==> src/hdl/pve_pkg.sv <==
// ----------------------------------------------------------------------------
// pve_pkg
// Types, constants and float helper functions shared by the encoder stages.
// ----------------------------------------------------------------------------
package pve_pkg;

    // |x| < 1e-4f, compared on the magnitude bits of the pattern
    localparam logic [30:0] SMALL_MAG = 31'h38D1B717;

    // x*x rounded, scaled by 2^48, must lie strictly inside 1 +/- 1e-5f
    localparam logic [49:0] SQ_ONE = 50'h1_0000_0000_0000;
    localparam logic [49:0] SQ_TOL = 50'h0_0000_A7C5_AC00;
    localparam logic [49:0] SQ_LO  = SQ_ONE - SQ_TOL;
    localparam logic [49:0] SQ_HI  = SQ_ONE + SQ_TOL;

    // Largest exact |b-a| that still rounds below 1e-4f, on a 2^-40 grid
    localparam logic signed [52:0] DIFF_LIM = 53'sh68DB8B4;

    // Exponent field bounds of the difference test
    localparam logic [7:0] EXP_GRID = 8'd110;  // grid lsb 2^-40
    localparam logic [7:0] EXP_TINY = 8'd112;  // both below: |b-a| < 2^-14
    localparam logic [7:0] EXP_HUGE = 8'd138;  // any nonzero step is above the limit
    localparam logic [7:0] EXP_MAX  = 8'd255;

    localparam logic [1:0] CLS_NONE = 2'd0;
    localparam logic [1:0] CLS_ZERO = 2'd1;

    typedef struct packed {
        logic [51:0] fl;    // floor of value on the 2^-40 grid, two's complement
        logic        stk;   // bits below the grid were dropped
    } grid_t;

    typedef struct packed {
        logic [2:0][47:0] prod;
        logic [2:0][7:0]  expo;
        logic [2:0]       sign;
        logic [2:0]       tiny;
        logic [2:0][15:0] word;
        logic [2:0][51:0] fl;
        logic [2:0]       stk;
        logic [1:0]       pre_dec;  // difference test settled early
        logic [1:0]       pre_val;
    } s1_t;

    typedef struct packed {
        logic [2:0][1:0]  cls;
        logic [2:0][15:0] word;
        logic [1:0][52:0] kdiff;
        logic             stk_a;
        logic [1:0]       stk_x;
        logic [1:0]       pre_dec;
        logic [1:0]       pre_val;
    } s2_t;

    typedef struct packed {
        logic [6:0]       tag;
        logic [2:0][15:0] word;
        logic [2:0]       mask;
    } s3_t;

    function automatic logic [15:0] pack_word(input logic [31:0] p);
        logic signed [9:0] s;
        logic signed [9:0] d;
        logic signed [9:0] sh;
        logic [31:0]       v;
        logic [9:0]        m;
        s = $signed({2'b00, p[30:23]}) - 10'sd128;
        if (s < -10'sd16)
            d = -10'sd16;
        else if (s > 10'sd15)
            d = 10'sd15;
        else
            d = s;
        v = {13'd0, p[31:13]};
        if (s < -10'sd16)
        begin
            sh = d - s;
            if (sh >= 10'sd10)
                m = '1;
            else
                m = 10'((v << sh[3:0]) | ((32'd1 << sh[3:0]) - 32'd1));
        end
        else if (s > 10'sd15)
        begin
            sh = s - d;
            if (sh >= 10'sd32)
                m = '0;
            else
                m = 10'(v >> sh[4:0]);
        end
        else
        begin
            sh = 10'sd0;
            m  = v[9:0];
        end
        return {p[31], 5'(d + 10'sd16), m};
    endfunction

    function automatic grid_t to_grid(input logic [31:0] p);
        logic [7:0]  ee;
        logic [23:0] mant;
        logic [7:0]  rs;
        logic [50:0] mag;
        logic [51:0] ext;
        grid_t       g;
        ee   = (p[30:23] == 8'd0) ? 8'd1 : p[30:23];
        mant = {(p[30:23] != 8'd0), p[22:0]};
        if (ee >= EXP_GRID)
        begin
            rs    = ee - EXP_GRID;
            mag   = 51'(mant) << rs;
            g.stk = 1'b0;
        end
        else
        begin
            rs    = EXP_GRID - ee;
            mag   = 51'(mant >> rs);
            g.stk = ((mant >> rs) << rs) != mant;
        end
        ext = {1'b0, mag};
        if (!p[31])
            g.fl = ext;
        else if (g.stk)
            g.fl = ~ext;
        else
            g.fl = ~ext + 52'd1;
        return g;
    endfunction

    // Difference test decided without the grid: non-finite, large or tiny
    function automatic logic [1:0] pair_pre(input logic [31:0] pa, input logic [31:0] px);
        logic [7:0] ea;
        logic [7:0] ex;
        logic [1:0] r;
        ea = pa[30:23];
        ex = px[30:23];
        if (ea == EXP_MAX || ex == EXP_MAX)
            r = 2'b10;
        else if (ea >= EXP_HUGE || ex >= EXP_HUGE)
            r = {1'b1, pa == px};
        else if (ea < EXP_TINY && ex < EXP_TINY)
            r = 2'b11;
        else
            r = 2'b00;
        return r;
    endfunction

    // Rounded square within 1 +/- 1e-5f; only exponents 126 and 127 can hit
    function automatic logic sq_near(input logic [7:0] e, input logic [47:0] pr);
        logic        rnd;
        logic [24:0] r;
        logic [49:0] sc;
        logic        hit;
        hit = 1'b0;
        rnd = 1'b0;
        r   = '0;
        sc  = '0;
        if (e == 8'd127 && !pr[47])
        begin
            rnd = pr[22] && ((|pr[21:0]) || pr[23]);
            r   = 25'(pr[46:23]) + 25'(rnd);
            sc  = 50'(r) << 25;
            hit = (sc > SQ_LO) && (sc < SQ_HI);
        end
        else if (e == 8'd126 && pr[47])
        begin
            rnd = pr[23] && ((|pr[22:0]) || pr[24]);
            r   = 25'(pr[47:24]) + 25'(rnd);
            sc  = 50'(r) << 24;
            hit = (sc > SQ_LO) && (sc < SQ_HI);
        end
        return hit;
    endfunction

endpackage

==> src/hdl/pve_emit.sv <==
// ----------------------------------------------------------------------------
// pve_emit
// Output register and sequencer: tag byte, then the selected packed words.
// ----------------------------------------------------------------------------
module pve_emit (
    input  logic               clk,
    input  logic               rst_n,
    input  logic               up_valid,
    output logic               up_ready,
    input  pve_pkg::s3_t       up_data,
    output logic               out_valid,
    input  logic               out_stall,
    output logic               out_kind,
    output logic [15:0]        out_value,
    output logic               out_last
);
    import pve_pkg::*;

    logic             valid_reg;
    logic             valid_next;
    logic             kind_reg;
    logic             kind_next;
    logic [15:0]      value_reg;
    logic [15:0]      value_next;
    logic             last_reg;
    logic             last_next;
    logic [2:0]       rem_reg;
    logic [2:0]       rem_next;
    logic [2:0][15:0] word_reg;
    logic             advance;
    logic             load;

    assign advance  = !valid_reg || !out_stall;
    assign up_ready = advance && (rem_reg == 3'd0);
    assign load     = up_ready && up_valid;

    always_comb
    begin
        valid_next = valid_reg;
        kind_next  = kind_reg;
        value_next = value_reg;
        last_next  = last_reg;
        rem_next   = rem_reg;
        if (advance)
        begin
            if (rem_reg != 3'd0)
            begin
                rem_next   = rem_reg & (rem_reg - 3'd1);
                valid_next = 1'b1;
                kind_next  = 1'b1;
                last_next  = rem_next == 3'd0;
                if (rem_reg[0])
                    value_next = word_reg[0];
                else if (rem_reg[1])
                    value_next = word_reg[1];
                else
                    value_next = word_reg[2];
            end
            else if (up_valid)
            begin
                rem_next   = up_data.mask;
                valid_next = 1'b1;
                kind_next  = 1'b0;
                last_next  = up_data.mask == 3'd0;
                value_next = {9'd0, up_data.tag};
            end
            else
            begin
                valid_next = 1'b0;
            end
        end
    end

    always_ff @(posedge clk or negedge rst_n)
    begin
        if (!rst_n)
        begin
            valid_reg <= 1'b0;
            rem_reg   <= 3'd0;
        end
        else
        begin
            valid_reg <= valid_next;
            rem_reg   <= rem_next;
        end
    end

    always_ff @(posedge clk)
    begin
        kind_reg  <= kind_next;
        value_reg <= value_next;
        last_reg  <= last_next;
        if (load)
            word_reg <= up_data.word;
    end

    assign out_valid = valid_reg;
    assign out_kind  = kind_reg;
    assign out_value = value_reg;
    assign out_last  = last_reg;

endmodule

==> config.mk <==
export PLATFORM = sky130hd
export DESIGN_NAME = pve_emit
export DESIGN_NICKNAME = d
export VERILOG_FILES = /design/src/hdl/pve_pkg.sv /design/src/hdl/pve_emit.sv
export SDC_FILE = /design/constraint.sdc
export NUM_CORES = 1
export LEC_CHECK = 0
export BUFFER_PORTS_ARGS = -buffer_cell sky130_fd_sc_hd__buf_2
export CORE_MARGIN = 5
export CORE_UTILIZATION = 50
export DETAILED_ROUTE_END_ITERATION = 10
export GPL_ROUTABILITY_DRIVEN = 0
export MAX_ROUTING_LAYER = met4
export PLACE_DENSITY = 0.82
export SLEW_MARGIN = 5
export SYNTH_ARGS = -nofsm -noshare
export SYNTH_HDL_FRONTEND = slang
export SYNTH_SLANG_ARGS = --single-unit
export TNS_END_PERCENT = 50
==> constraint.sdc <==
create_clock -name clk -period 3.5 [get_ports clk]
set_clock_uncertainty 0.2 [all_clocks]
set_input_delay 0.35 -clock clk [delete_from_list [all_inputs] [get_ports clk]]
set_output_delay 0.35 -clock clk [all_outputs]
set_load 0.01 [all_outputs]
==> run_results.csv <==
group,metric,value,unit
outcome,status,"finished, final reports clean",
clock_tree,cts_max_level,3,
worst_setup_path,cp.required,3.24,ns
floorplan,start_util,51.5,%
synth,netlist_top_cells_area,"edfxtp_1 76%, dfrtp_1 3.8%, o21ai_0 3.3%, mux2_2 3.0%, mux2i_1 2.7%",
worst_setup_path,end_kind,"register",
routing,viasPerCell,4.76,
worst_setup_path,rr_endpoint,"word_reg[45]$_DFFE_PP_",
power,seqPwrFrac,50.8,%
floorplan,dieArea,0.00677,sq mm
synth,synth_compound_area_share,6.90,%
power,p_leak,1.43,nW
global_route,grt_max_degree,49,
synth,post-synth-top-area-cell,"edfxtp_1",
synth,yosys-mux-area-fraction,5.70,%
synth,synth_common_cells,"66 x edfxtp_1, 18 x nand2_1, 17 x o21ai_0",
finish,syn_to_final_growth,41.1,%
sta,max_slew.worst_pin.slew,1.03,ns
power,combPwrFrac,25.0,%
global_route,antenna_found_initial,0,
worst_setup_path,critPathKind,"reg -> reg",
power,clock_power_share,24.2,%
clock_tree,clock_latency,0.32,ns
placement,io_buffers,81,
global_route,overflow,0,
min_path,worstHoldStart,"up_data[19]",
global_route,grt_usage,17.3,%
synth,syn-num-nets,217,
sta,finalSetupViolCount,0,
worst_setup_path,max_stage_delay,1.00,ns
sta,final_hold_viol_count,0,
clock_tree,cts_buffer_depth,2,
worst_setup_path,path_max_fanout,48,
synth,synth_edf_count,66,
sta,setup_tns,0,ns
synth,synthCells,155,
min_path,hold_depth,1,
power,swShare,28.7,%
global_route,grt_pass1_vias,1757,
routing,num_vias,1709,
power,p_per_area,672,mW/mm^2
sta,min_period,2.58,ns
finish,fin_area,0.00368,sq mm
routing,wl,5490,um
floorplan,chipHeight,82.3,um
synth,synthSimpleGateAreaFrac,5.61,%
power,switching_power,0.710,mW
worst_setup_path,rr_worst_depth,2,
synth,ys_ff_latch,70,
synth,ys_seq_area_share,79.7,%
routing,wl_per_cell,15.3,um
worst_setup_path,path_cells,"nor3_4 > and3_2",
finish,largest_reg_flops,48,
placement,place_area,0.00308,sq mm
power,p_total,2.48,mW
routing,drc,0,
clock_tree,cts_resized,0,
clock_tree,path_clk_slew,0.07,ns
worst_setup_path,crit_slowest_cell,"and3_2",
worst_setup_path,rrSetupSlack,0.92,ns
clock_tree,cts.sinks,70,
clock_tree,post_cts_buffers,0,
synth,synth_xor_area_share,0,%
worst_setup_path,r2r_start,"rem_reg[2]$_DFFE_PN0P_",
global_route,grt_pass1_wl,8240,um
worst_setup_path,arrival,2.31,ns
placement,dp_hpwl,3380,um
min_path,hp-class,"in -> reg",
routing,dr.pass1.iters,4,
finish,drive_gt1_share,37.4,%
synth,ys.flop_type,"edfxtp_1",
flow_run,drv_cap,0,
worst_setup_path,critical-path-top-delay-family,"simple AND/OR/NAND/NOR gates",
synth,avgSynthCellArea,16.8,sq um
clock_tree,cts_buffers,9,
sta,slew_violations,0,
synth,synth_top_area_share,75.9,%
floorplan,fp.dieW,82.3,um
synth,synth.most_common_cell,"edfxtp_1",
sta,fin_crit_sh,73.6,%
worst_setup_path,startpoint_type,"register",
power,intPower,1.77,mW
clock_tree,cts-root-buf,"clkbuf_8",
synth,async_reset_ff_share,5.71,%
sta,rsz0062_at_grt,"no",
worst_setup_path,crit_buf_inv,0,
min_path,min_to,"word_reg[16]$_DFFE_PP_",
floorplan,core,0.00507,sq mm
floorplan,pin_count,82,
power,peakVddDrop,468,uV
clock_tree,cts_tree,"yes",
routing,drtAntennaViolNets,0,
synth,synth-adder-area-share,0.383,%
synth,netlist_area,0.00261,sq mm
finish,nets,346,
sta,fmax,388,MHz
synth,yosysWarnings,0,
synth,synth_top_family_by_area,"compound AO/OA/AOI/OAI gates",
routing,first_iter_violations,126,
floorplan,rows,26,
finish,antennaDiodeCount,0,
sta,relSlewSlack,31.3,%
synth,yosysUniqueCellTypes,23,
finish,fill_cells,349,
[worst max path at each step]
stage	start	end	slack (ns)	cells after the start
2_1_floorplan	rem_reg[2]$_DFFE_PN0P_	word_reg[0]$_DFFE_PP_	0.95	2
3_3_place_gp	rem_reg[2]$_DFFE_PN0P_	word_reg[31]$_DFFE_PP_	0.96	2
3_5_place_dp	rem_reg[2]$_DFFE_PN0P_	word_reg[40]$_DFFE_PP_	0.90	2
4_1_cts	rem_reg[2]$_DFFE_PN0P_	word_reg[43]$_DFFE_PP_	0.89	2
5_1_grt	rem_reg[2]$_DFFE_PN0P_	word_reg[33]$_DFFE_PP_	0.76	2
6_report	rem_reg[2]$_DFFE_PN0P_	word_reg[45]$_DFFE_PP_	0.92	2
[layout by cell type (no fill, tap or decap)]
| cell type | instances |
|---|---|
| o21ai_1 | 3 |
| inv_2 | 1 |
| nand2_1 | 18 |
| dlygate4sd3_1 | 42 |
| mux2_2 | 7 |
| o31ai_1 | 1 |
| nor2b_1 | 1 |
| clkinv_2 | 4 |
| and3_2 | 1 |
| buf_4 | 2 |
| nor3_4 | 1 |
| dfrtp_1 | 4 |
| edfxtp_1 | 66 |
| and2_0 | 1 |
| nand3_1 | 2 |
| o21ai_0 | 17 |
| nor2_2 | 1 |
| clkbuf_8 | 9 |
| bufinv_16 | 1 |
| nor2_1 | 3 |
| buf_2 | 81 |
| maj3_1 | 1 |
| nand4_1 | 1 |
| mux2i_1 | 7 |
| clkbuf_1 | 2 |
| a22oi_1 | 9 |
| a21oi_1 | 1 |
| or3_1 | 2 |
[metal layers]
metal / up-vias / share of wire, % / GRT usage (%)
li1: 852 / - / -
met1: 806 / 37 / 19.2
met2: 45 / 57 / 30.9
met3: 6 / 4.7 / 4.12
met4: 0 / 0.96 / 5.15
met5: - / 0 / -
[repair_timing]
| action | in CTS | in global routing |
|---|---|---|
| endpoints found under the setup margin | 0 | 0 |
| endpoints found under the hold margin | 35 | 10 |
| hold buffers | 32 | 10 |
[through the flow]
stage | util, % | std cells | hold WS [ns] | worst slack, ns
final | 72.6 | 359 | 0.00552 | 0.923
after global routing | 72.6 | 359 | -0.0130 | 0.759
after CTS | 70.6 | 349 | 0.000330 | 0.892
after detailed placement | 60.7 | 301 | -0.0384 | 0.904
after global placement | 60.7 | 301 | -0.0413 | 0.964
after floorplan | - | 155 | -0.146 | 0.946
[power by group through the flow]
stage / logic [mW] / clock network (mW) / registers (mW)
floorplan: 0.326 / 0 / 1.32
global placement: 0.572 / 0 / 1.27
detailed placement: 0.588 / 0 / 1.28
CTS: 0.616 / 0.605 / 1.26
global route: 0.687 / 0.653 / 1.28
finish: 0.619 / 0.599 / 1.26
[logic make-up after synthesis]
logic type | Yosys count
fa+ha+maj | 1
buf+inv | 8
flops | 70
mux | 14
compound gates | 31
simple gates | 31
[area by class of cell]
| class | count | area, sq um | share of cell area, % |
|---|---|---|---|
| inverters | 1 | 3.75 | 0.102 |
| clock buffers | 11 | 131 | 3.57 |
| multi-input cells | 77 | 489 | 13.3 |
| repair buffers | 125 | 841 | 22.8 |
| flip-flops and latches | 70 | 2080 | 56.5 |
| well taps | 70 | 87.6 | 2.38 |
| clock inverters | 5 | 50.0 | 1.36 |
No activity file was read; power rests on OpenSTA's default activity.
