==> config.mk <==
export PLATFORM = sky130hd
export DESIGN_NAME = pve_eval
export DESIGN_NICKNAME = d
export VERILOG_FILES = /design/src/hdl/pve_pkg.sv /design/src/hdl/pve_eval.sv
export SDC_FILE = /design/constraint.sdc
export NUM_CORES = 1
export LEC_CHECK = 0
export BUFFER_PORTS_ARGS = -buffer_cell sky130_fd_sc_hd__buf_2
export CAP_MARGIN = 25
export CORE_ASPECT_RATIO = 0.5
export CORE_MARGIN = 5
export CORE_UTILIZATION = 54
export DETAILED_ROUTE_END_ITERATION = 10
export PLACE_DENSITY = 0.93
export SLEW_MARGIN = 20
export SYNTH_ARGS = -nofsm -noshare
export SYNTH_HDL_FRONTEND = slang
export SYNTH_SLANG_ARGS = --single-unit
==> constraint.sdc <==
create_clock -name clk -period 5.2 [get_ports clk]
set_input_delay 0.52 -clock clk [delete_from_list [all_inputs] [get_ports clk]]
set_output_delay 0.52 -clock clk [all_outputs]
set_load 0.005 [all_outputs]
==> src/hdl/pve_pkg.sv <==
// ----------------------------------------------------------------------------
// pve_pkg
// Types, constants and float helper functions shared by the encoder stages.
// ----------------------------------------------------------------------------
package pve_pkg;

    // |x| < 1e-4f, compared on the magnitude bits of the pattern
    localparam logic [30:0] SMALL_MAG = 31'h38D1B717;

    // x*x rounded, scaled by 2^48, must lie strictly inside 1 +/- 1e-5f
    localparam logic [49:0] SQ_ONE = 50'h1_0000_0000_0000;
    localparam logic [49:0] SQ_TOL = 50'h0_0000_A7C5_AC00;
    localparam logic [49:0] SQ_LO  = SQ_ONE - SQ_TOL;
    localparam logic [49:0] SQ_HI  = SQ_ONE + SQ_TOL;

    // Largest exact |b-a| that still rounds below 1e-4f, on a 2^-40 grid
    localparam logic signed [52:0] DIFF_LIM = 53'sh68DB8B4;

    // Exponent field bounds of the difference test
    localparam logic [7:0] EXP_GRID = 8'd110;  // grid lsb 2^-40
    localparam logic [7:0] EXP_TINY = 8'd112;  // both below: |b-a| < 2^-14
    localparam logic [7:0] EXP_HUGE = 8'd138;  // any nonzero step is above the limit
    localparam logic [7:0] EXP_MAX  = 8'd255;

    localparam logic [1:0] CLS_NONE = 2'd0;
    localparam logic [1:0] CLS_ZERO = 2'd1;

    typedef struct packed {
        logic [51:0] fl;    // floor of value on the 2^-40 grid, two's complement
        logic        stk;   // bits below the grid were dropped
    } grid_t;

    typedef struct packed {
        logic [2:0][47:0] prod;
        logic [2:0][7:0]  expo;
        logic [2:0]       sign;
        logic [2:0]       tiny;
        logic [2:0][15:0] word;
        logic [2:0][51:0] fl;
        logic [2:0]       stk;
        logic [1:0]       pre_dec;  // difference test settled early
        logic [1:0]       pre_val;
    } s1_t;

    typedef struct packed {
        logic [2:0][1:0]  cls;
        logic [2:0][15:0] word;
        logic [1:0][52:0] kdiff;
        logic             stk_a;
        logic [1:0]       stk_x;
        logic [1:0]       pre_dec;
        logic [1:0]       pre_val;
    } s2_t;

    typedef struct packed {
        logic [6:0]       tag;
        logic [2:0][15:0] word;
        logic [2:0]       mask;
    } s3_t;

    function automatic logic [15:0] pack_word(input logic [31:0] p);
        logic signed [9:0] s;
        logic signed [9:0] d;
        logic signed [9:0] sh;
        logic [31:0]       v;
        logic [9:0]        m;
        s = $signed({2'b00, p[30:23]}) - 10'sd128;
        if (s < -10'sd16)
            d = -10'sd16;
        else if (s > 10'sd15)
            d = 10'sd15;
        else
            d = s;
        v = {13'd0, p[31:13]};
        if (s < -10'sd16)
        begin
            sh = d - s;
            if (sh >= 10'sd10)
                m = '1;
            else
                m = 10'((v << sh[3:0]) | ((32'd1 << sh[3:0]) - 32'd1));
        end
        else if (s > 10'sd15)
        begin
            sh = s - d;
            if (sh >= 10'sd32)
                m = '0;
            else
                m = 10'(v >> sh[4:0]);
        end
        else
        begin
            sh = 10'sd0;
            m  = v[9:0];
        end
        return {p[31], 5'(d + 10'sd16), m};
    endfunction

    function automatic grid_t to_grid(input logic [31:0] p);
        logic [7:0]  ee;
        logic [23:0] mant;
        logic [7:0]  rs;
        logic [50:0] mag;
        logic [51:0] ext;
        grid_t       g;
        ee   = (p[30:23] == 8'd0) ? 8'd1 : p[30:23];
        mant = {(p[30:23] != 8'd0), p[22:0]};
        if (ee >= EXP_GRID)
        begin
            rs    = ee - EXP_GRID;
            mag   = 51'(mant) << rs;
            g.stk = 1'b0;
        end
        else
        begin
            rs    = EXP_GRID - ee;
            mag   = 51'(mant >> rs);
            g.stk = ((mant >> rs) << rs) != mant;
        end
        ext = {1'b0, mag};
        if (!p[31])
            g.fl = ext;
        else if (g.stk)
            g.fl = ~ext;
        else
            g.fl = ~ext + 52'd1;
        return g;
    endfunction

    // Difference test decided without the grid: non-finite, large or tiny
    function automatic logic [1:0] pair_pre(input logic [31:0] pa, input logic [31:0] px);
        logic [7:0] ea;
        logic [7:0] ex;
        logic [1:0] r;
        ea = pa[30:23];
        ex = px[30:23];
        if (ea == EXP_MAX || ex == EXP_MAX)
            r = 2'b10;
        else if (ea >= EXP_HUGE || ex >= EXP_HUGE)
            r = {1'b1, pa == px};
        else if (ea < EXP_TINY && ex < EXP_TINY)
            r = 2'b11;
        else
            r = 2'b00;
        return r;
    endfunction

    // Rounded square within 1 +/- 1e-5f; only exponents 126 and 127 can hit
    function automatic logic sq_near(input logic [7:0] e, input logic [47:0] pr);
        logic        rnd;
        logic [24:0] r;
        logic [49:0] sc;
        logic        hit;
        hit = 1'b0;
        rnd = 1'b0;
        r   = '0;
        sc  = '0;
        if (e == 8'd127 && !pr[47])
        begin
            rnd = pr[22] && ((|pr[21:0]) || pr[23]);
            r   = 25'(pr[46:23]) + 25'(rnd);
            sc  = 50'(r) << 25;
            hit = (sc > SQ_LO) && (sc < SQ_HI);
        end
        else if (e == 8'd126 && pr[47])
        begin
            rnd = pr[23] && ((|pr[22:0]) || pr[24]);
            r   = 25'(pr[47:24]) + 25'(rnd);
            sc  = 50'(r) << 24;
            hit = (sc > SQ_LO) && (sc < SQ_HI);
        end
        return hit;
    endfunction

endpackage

==> src/hdl/pve_eval.sv <==
// ----------------------------------------------------------------------------
// pve_eval
// Second and third stages: classes and grid differences, then tag and mask.
// ----------------------------------------------------------------------------
module pve_eval (
    input  logic               clk,
    input  logic               rst_n,
    input  logic               up_valid,
    output logic               up_ready,
    input  pve_pkg::s1_t       up_data,
    input  logic               dn_ready,
    output logic               dn_valid,
    output pve_pkg::s3_t       dn_data
);
    import pve_pkg::*;

    logic  v2_reg;
    logic  v3_reg;
    logic  r2;
    logic  r3;
    s2_t   s2_reg;
    s2_t   s2_next;
    s3_t   s3_reg;
    s3_t   s3_next;
    logic signed [52:0] lo;
    logic signed [52:0] hi;
    logic [1:0] close;
    logic       flag;

    // stage 2
    always_comb
    begin
        for (int i = 0; i < 3; i++)
        begin
            if (up_data.tiny[i])
                s2_next.cls[i] = CLS_ZERO;
            else if (sq_near(up_data.expo[i], up_data.prod[i]))
                s2_next.cls[i] = {1'b1, up_data.sign[i]};
            else
                s2_next.cls[i] = CLS_NONE;
        end
        for (int j = 0; j < 2; j++)
        begin
            s2_next.kdiff[j] = {up_data.fl[j + 1][51], up_data.fl[j + 1]}
                             - {up_data.fl[0][51], up_data.fl[0]};
            s2_next.stk_x[j] = up_data.stk[j + 1];
        end
        s2_next.word    = up_data.word;
        s2_next.stk_a   = up_data.stk[0];
        s2_next.pre_dec = up_data.pre_dec;
        s2_next.pre_val = up_data.pre_val;
    end

    // stage 3: exact |x-a| against the rounding limit, sticky side decides
    always_comb
    begin
        lo = 53'sd0;
        hi = 53'sd0;
        for (int j = 0; j < 2; j++)
        begin
            lo = s2_reg.stk_a    ? (53'sd1 - DIFF_LIM) : (53'sd0 - DIFF_LIM);
            hi = s2_reg.stk_x[j] ? (DIFF_LIM - 53'sd1) : DIFF_LIM;
            if (s2_reg.pre_dec[j])
                close[j] = s2_reg.pre_val[j];
            else
                close[j] = ($signed(s2_reg.kdiff[j]) >= lo)
                        && ($signed(s2_reg.kdiff[j]) <= hi);
        end
        flag            = &close;
        s3_next.tag     = {flag, s2_reg.cls[2], s2_reg.cls[1], s2_reg.cls[0]};
        s3_next.word    = s2_reg.word;
        s3_next.mask[0] = s2_reg.cls[0] == CLS_NONE;
        s3_next.mask[1] = !flag && s2_reg.cls[1] == CLS_NONE;
        s3_next.mask[2] = !flag && s2_reg.cls[2] == CLS_NONE;
    end

    assign r3       = !v3_reg || dn_ready;
    assign r2       = !v2_reg || r3;
    assign up_ready = r2;

    always_ff @(posedge clk or negedge rst_n)
    begin
        if (!rst_n)
        begin
            v2_reg <= 1'b0;
            v3_reg <= 1'b0;
        end
        else
        begin
            if (r2)
                v2_reg <= up_valid;
            if (r3)
                v3_reg <= v2_reg;
        end
    end

    always_ff @(posedge clk)
    begin
        if (r2 && up_valid)
            s2_reg <= s2_next;
        if (r3 && v2_reg)
            s3_reg <= s3_next;
    end

    assign dn_valid = v3_reg;
    assign dn_data  = s3_reg;

endmodule

==> flow_metrics.py <==
metrics = {
    "floorplan": {
        "die_y_um": 135,
        "core_mm2": 0.0306,
        "die_area_mm2": 0.0352,
        "fp.dieW_um": 260,
        "pin_count": 449,
        "start_util_pct": 55.2,
        "placement_rows": 45,
    },
    "worst_setup_path": {
        "timing.rr.end": "dn_data[2]",
        "path_class": "input pin to register",
        "r2r_slack_ns": 1.64,
        "worstPathArrival_ns": 4.06,
        "r2r_cells": 11,
        "cp.required_ns": 5.54,
        "cp_num_cells": 13,
        "crit_path_max_incr_delay_ns": 0.67,
        "cp-endpoint": "s2_reg[110]",
        "cp_max_fo": 3,
        "crit_family": "compound AO/OA/AOI/OAI gates",
        "crit_slowest_cell": "a2111oi_1",
        "cp-end-kind": "register",
        "startpoint_type": "input pin",
        "critPathBufInv": 1,
        "r2r_start": "s2_reg[6]",
        "startpoint": "up_data[7]",
        "crit_chain": "buf_2, ha_1, fa_1, nand2b_2, a21oi_2, o41ai_4, a2111oi_1, o31ai_1, o211ai_1, nand2_1, o21ai_0, nand3_1, a311oi_1",
    },
    "placed_design": {
        "io_buffers": 448,
        "hpwlAfterDp_um": 44500,
        "place_congestion": 1.00,
    },
    "logic_synthesis": {
        "synth_cells": 1801,
        "synth_most_common_cell": "edfxtp_1",
        "avgSynthCellArea_um2": 9.39,
        "synth-edff-count": 225,
        "syn_nets": 2310,
        "synth_largest_area_cell": "edfxtp_1",
        "ys_warn_count": 0,
        "synth_cell_types": 94,
        "async_reset_ff_share_pct": 0.881,
        "syn-cell-area_mm2": 0.0169,
        "ys_seq_area_share_pct": 40.2,
        "ys.flop_type": "edfxtp_1",
        "synth_top_area_share_pct": 39.9,
        "synth_common_cells": "225 x edfxtp_1, 137 x nand2_1, 130 x a21oi_1",
        "synthTopCellsByArea": "edfxtp_1 40%, ha_1 8.7%, xnor2_1 4.2%",
        "ys_seq_elements": 227,
    },
    "clock_tree": {
        "cts_buffers": 21,
        "post_cts_buffers": 0,
        "clock-root-buffer": "clkbuf_16",
        "cts_buffer_depth": 3,
        "cts_tree": "yes",
        "cts_repair_resize_count": 0,
        "clk_transition_reported_paths_ns": 0.07,
        "cts_sinks": 227,
        "h-tree-depth": 1,
        "worstSkewPairLatency_ns": 0.51,
    },
    "grt": {
        "grt_pass1_wl_um": 82800,
        "grt_max_degree": 100,
        "grt_pass1_vias": 15359,
        "antenna_found_initial": 12,
        "overflow": 0,
        "grt_usage_pct": 29.3,
    },
    "route": {
        "ant_nets": 0,
        "first_pass_iters": 6,
        "wire_per_inst_um": 20.8,
        "drtIter0Drc": 1977,
        "via_per_inst": 6.20,
        "drc": 0,
        "vias": 16511,
        "wirelength_um": 55300,
    },
    "worst_hold_path": {
        "hp-class": "input pin to register",
        "hp-start": "up_data[3]",
        "hold_depth": 1,
    },
    "final_layout": {
        "area_growth_pct": 19.1,
        "largest_register_ffs": 167,
        "drive_gt1_share_pct": 22.9,
        "nets": 2725,
    },
    "power_and_ir_drop": {
        "vdd_drop_max_uv": 200,
        "power_density_mw_per_mm2": 258,
        "p_switching_mw": 1.58,
        "switching_share_pct": 30.4,
        "power.share.sequential_pct": 45.6,
        "power_frac_clock_pct": 28.7,
        "p_comb_share_pct": 25.7,
        "p_int_mw": 3.61,
        "leakage_nw": 8.34,
        "power.total_mw": 5.19,
    },
    "sta": {
        "setup_tns_ns": 0,
        "slew-limit-headroom_pct": 36.3,
        "finalSetupViolCount": 0,
        "rsz0062_at_grt": "no",
        "fin_crit_ns": 3.72,
        "maxSlewViolCount": 0,
        "fin_crit_sh_pct": 71.5,
        "skew_ns": 0.0178,
        "fin_worst_hold_slack_ns": 0.179,
        "worstMarginPinSlew_ns": 0.955,
        "max_freq_ghz": 0.269,
        "hold_violations": 0,
    },
    "run_status": {
        "status": "finished, final reports clean",
    },
    "flow_run": {
        "drv_cap": 0,
    },
}
placed cells by master (no fill, tap or decap), drive strengths merged, types with 52 or more instances in the layout:
| cell type | Yosys | layout |
|---|---|---|
| a21oi | 131 | 131 |
| nand3 | 79 | 79 |
| nor2 | 103 | 103 |
| edfxtp | 225 | 225 |
| xor2 | 55 | 55 |
| o21ai | 102 | 102 |
| nand2 | 137 | 137 |
| nor3 | 52 | 52 |
| inv | 109 | 109 |
| nand4 | 68 | 68 |
| a21o | 52 | 52 |
| xnor2 | 82 | 82 |
| ha | 118 | 118 |
| buf | 19 | 451 |
stage by stage:
| stage | instances | utilization, % | cell area (µm²) | worst slack [ns] |
|---|---|---|---|---|
| after global routing | 2663 | 65.8 | 20100 | 1.38 |
| after detailed placement | 2615 | 63.6 | 19500 | 1.14 |
| after floorplan | 1801 | - | 16900 | 0.132 |
| final | 2664 | 65.8 | 20200 | 1.48 |
| after CTS | 2650 | 65.7 | 20100 | 1.65 |
| after global placement | 2615 | 63.6 | 19500 | 1.24 |
kinds of logic (layout without fill, tap and decap cells):
group           after synthesis  in the layout  share of synthesized area (%)
simple gates                657            657                           20.5
compound gates              483            483                           18.9
flops                       227            227                           40.2
buf+inv                     169            595                           3.90
xor+xnor                    137            137                           7.09
fa+ha+maj                   120            120                           8.96
mux                           8              8                          0.503
other cells                   0             14                              0
power by group through the flow:
stage	clock network (mW)	logic, mW	registers [mW]
finish	1.49	1.34	2.36
global route	1.58	1.45	2.38
CTS	1.51	1.30	2.36
detailed placement	0	1.29	2.40
global placement	0	1.25	2.38
floorplan	0	0.830	2.38
worst register-to-register path, stage by stage, from the launching register on:
cell and delay (ns):
edfxtp_1 0.50, ha_1 0.32, or3b_1 0.38, a311o_1 0.36, a21oi_1 0.16, o21ai_1 0.10
a211o_1 0.30, a211o_1 0.29, nand4_1 0.09, a21oi_1 0.07, o22ai_1 0.55, nor3b_1 0.28
layout make-up:
class                      instances  area (µm²)
tap                              423         529
inverter                         109         409
clock inverter                    11        87.6
antenna                           14        35.0
multi-input combinational       1405        9450
sequential                       227        6810
clock buffer                      23         543
timing repair buffer             452        2290
fill                            2430       10500
metal layers:
| metal | GRT usage, % | vias to the layer above | wire (µm) |
|---|---|---|---|
| met5 | 0 | - | 0 |
| met4 | 10.1 | 0 | 2070 |
| met3 | 4.19 | 155 | 4400 |
| met2 | 50.1 | 887 | 26700 |
| met1 | 38.6 | 7750 | 22200 |
| li1 | - | 7719 | - |
worst min-delay path by stage:
stage | endpoint | slack, ns
4_1_cts | s2_reg[6] | 0.16
3_5_place_dp | dn_valid | 0.31
2_1_floorplan | dn_valid | 0.22
3_3_place_gp | v2_reg | 0.30
6_report | s2_reg[3] | 0.18
5_1_grt | s2_reg[6] | 0.16
what timing repair did:
item	in CTS	in global routing
hold buffers	1	0
endpoints found under the hold margin	2	0
endpoints found under the setup margin	0	0
(Power assumes the default switching activity.)
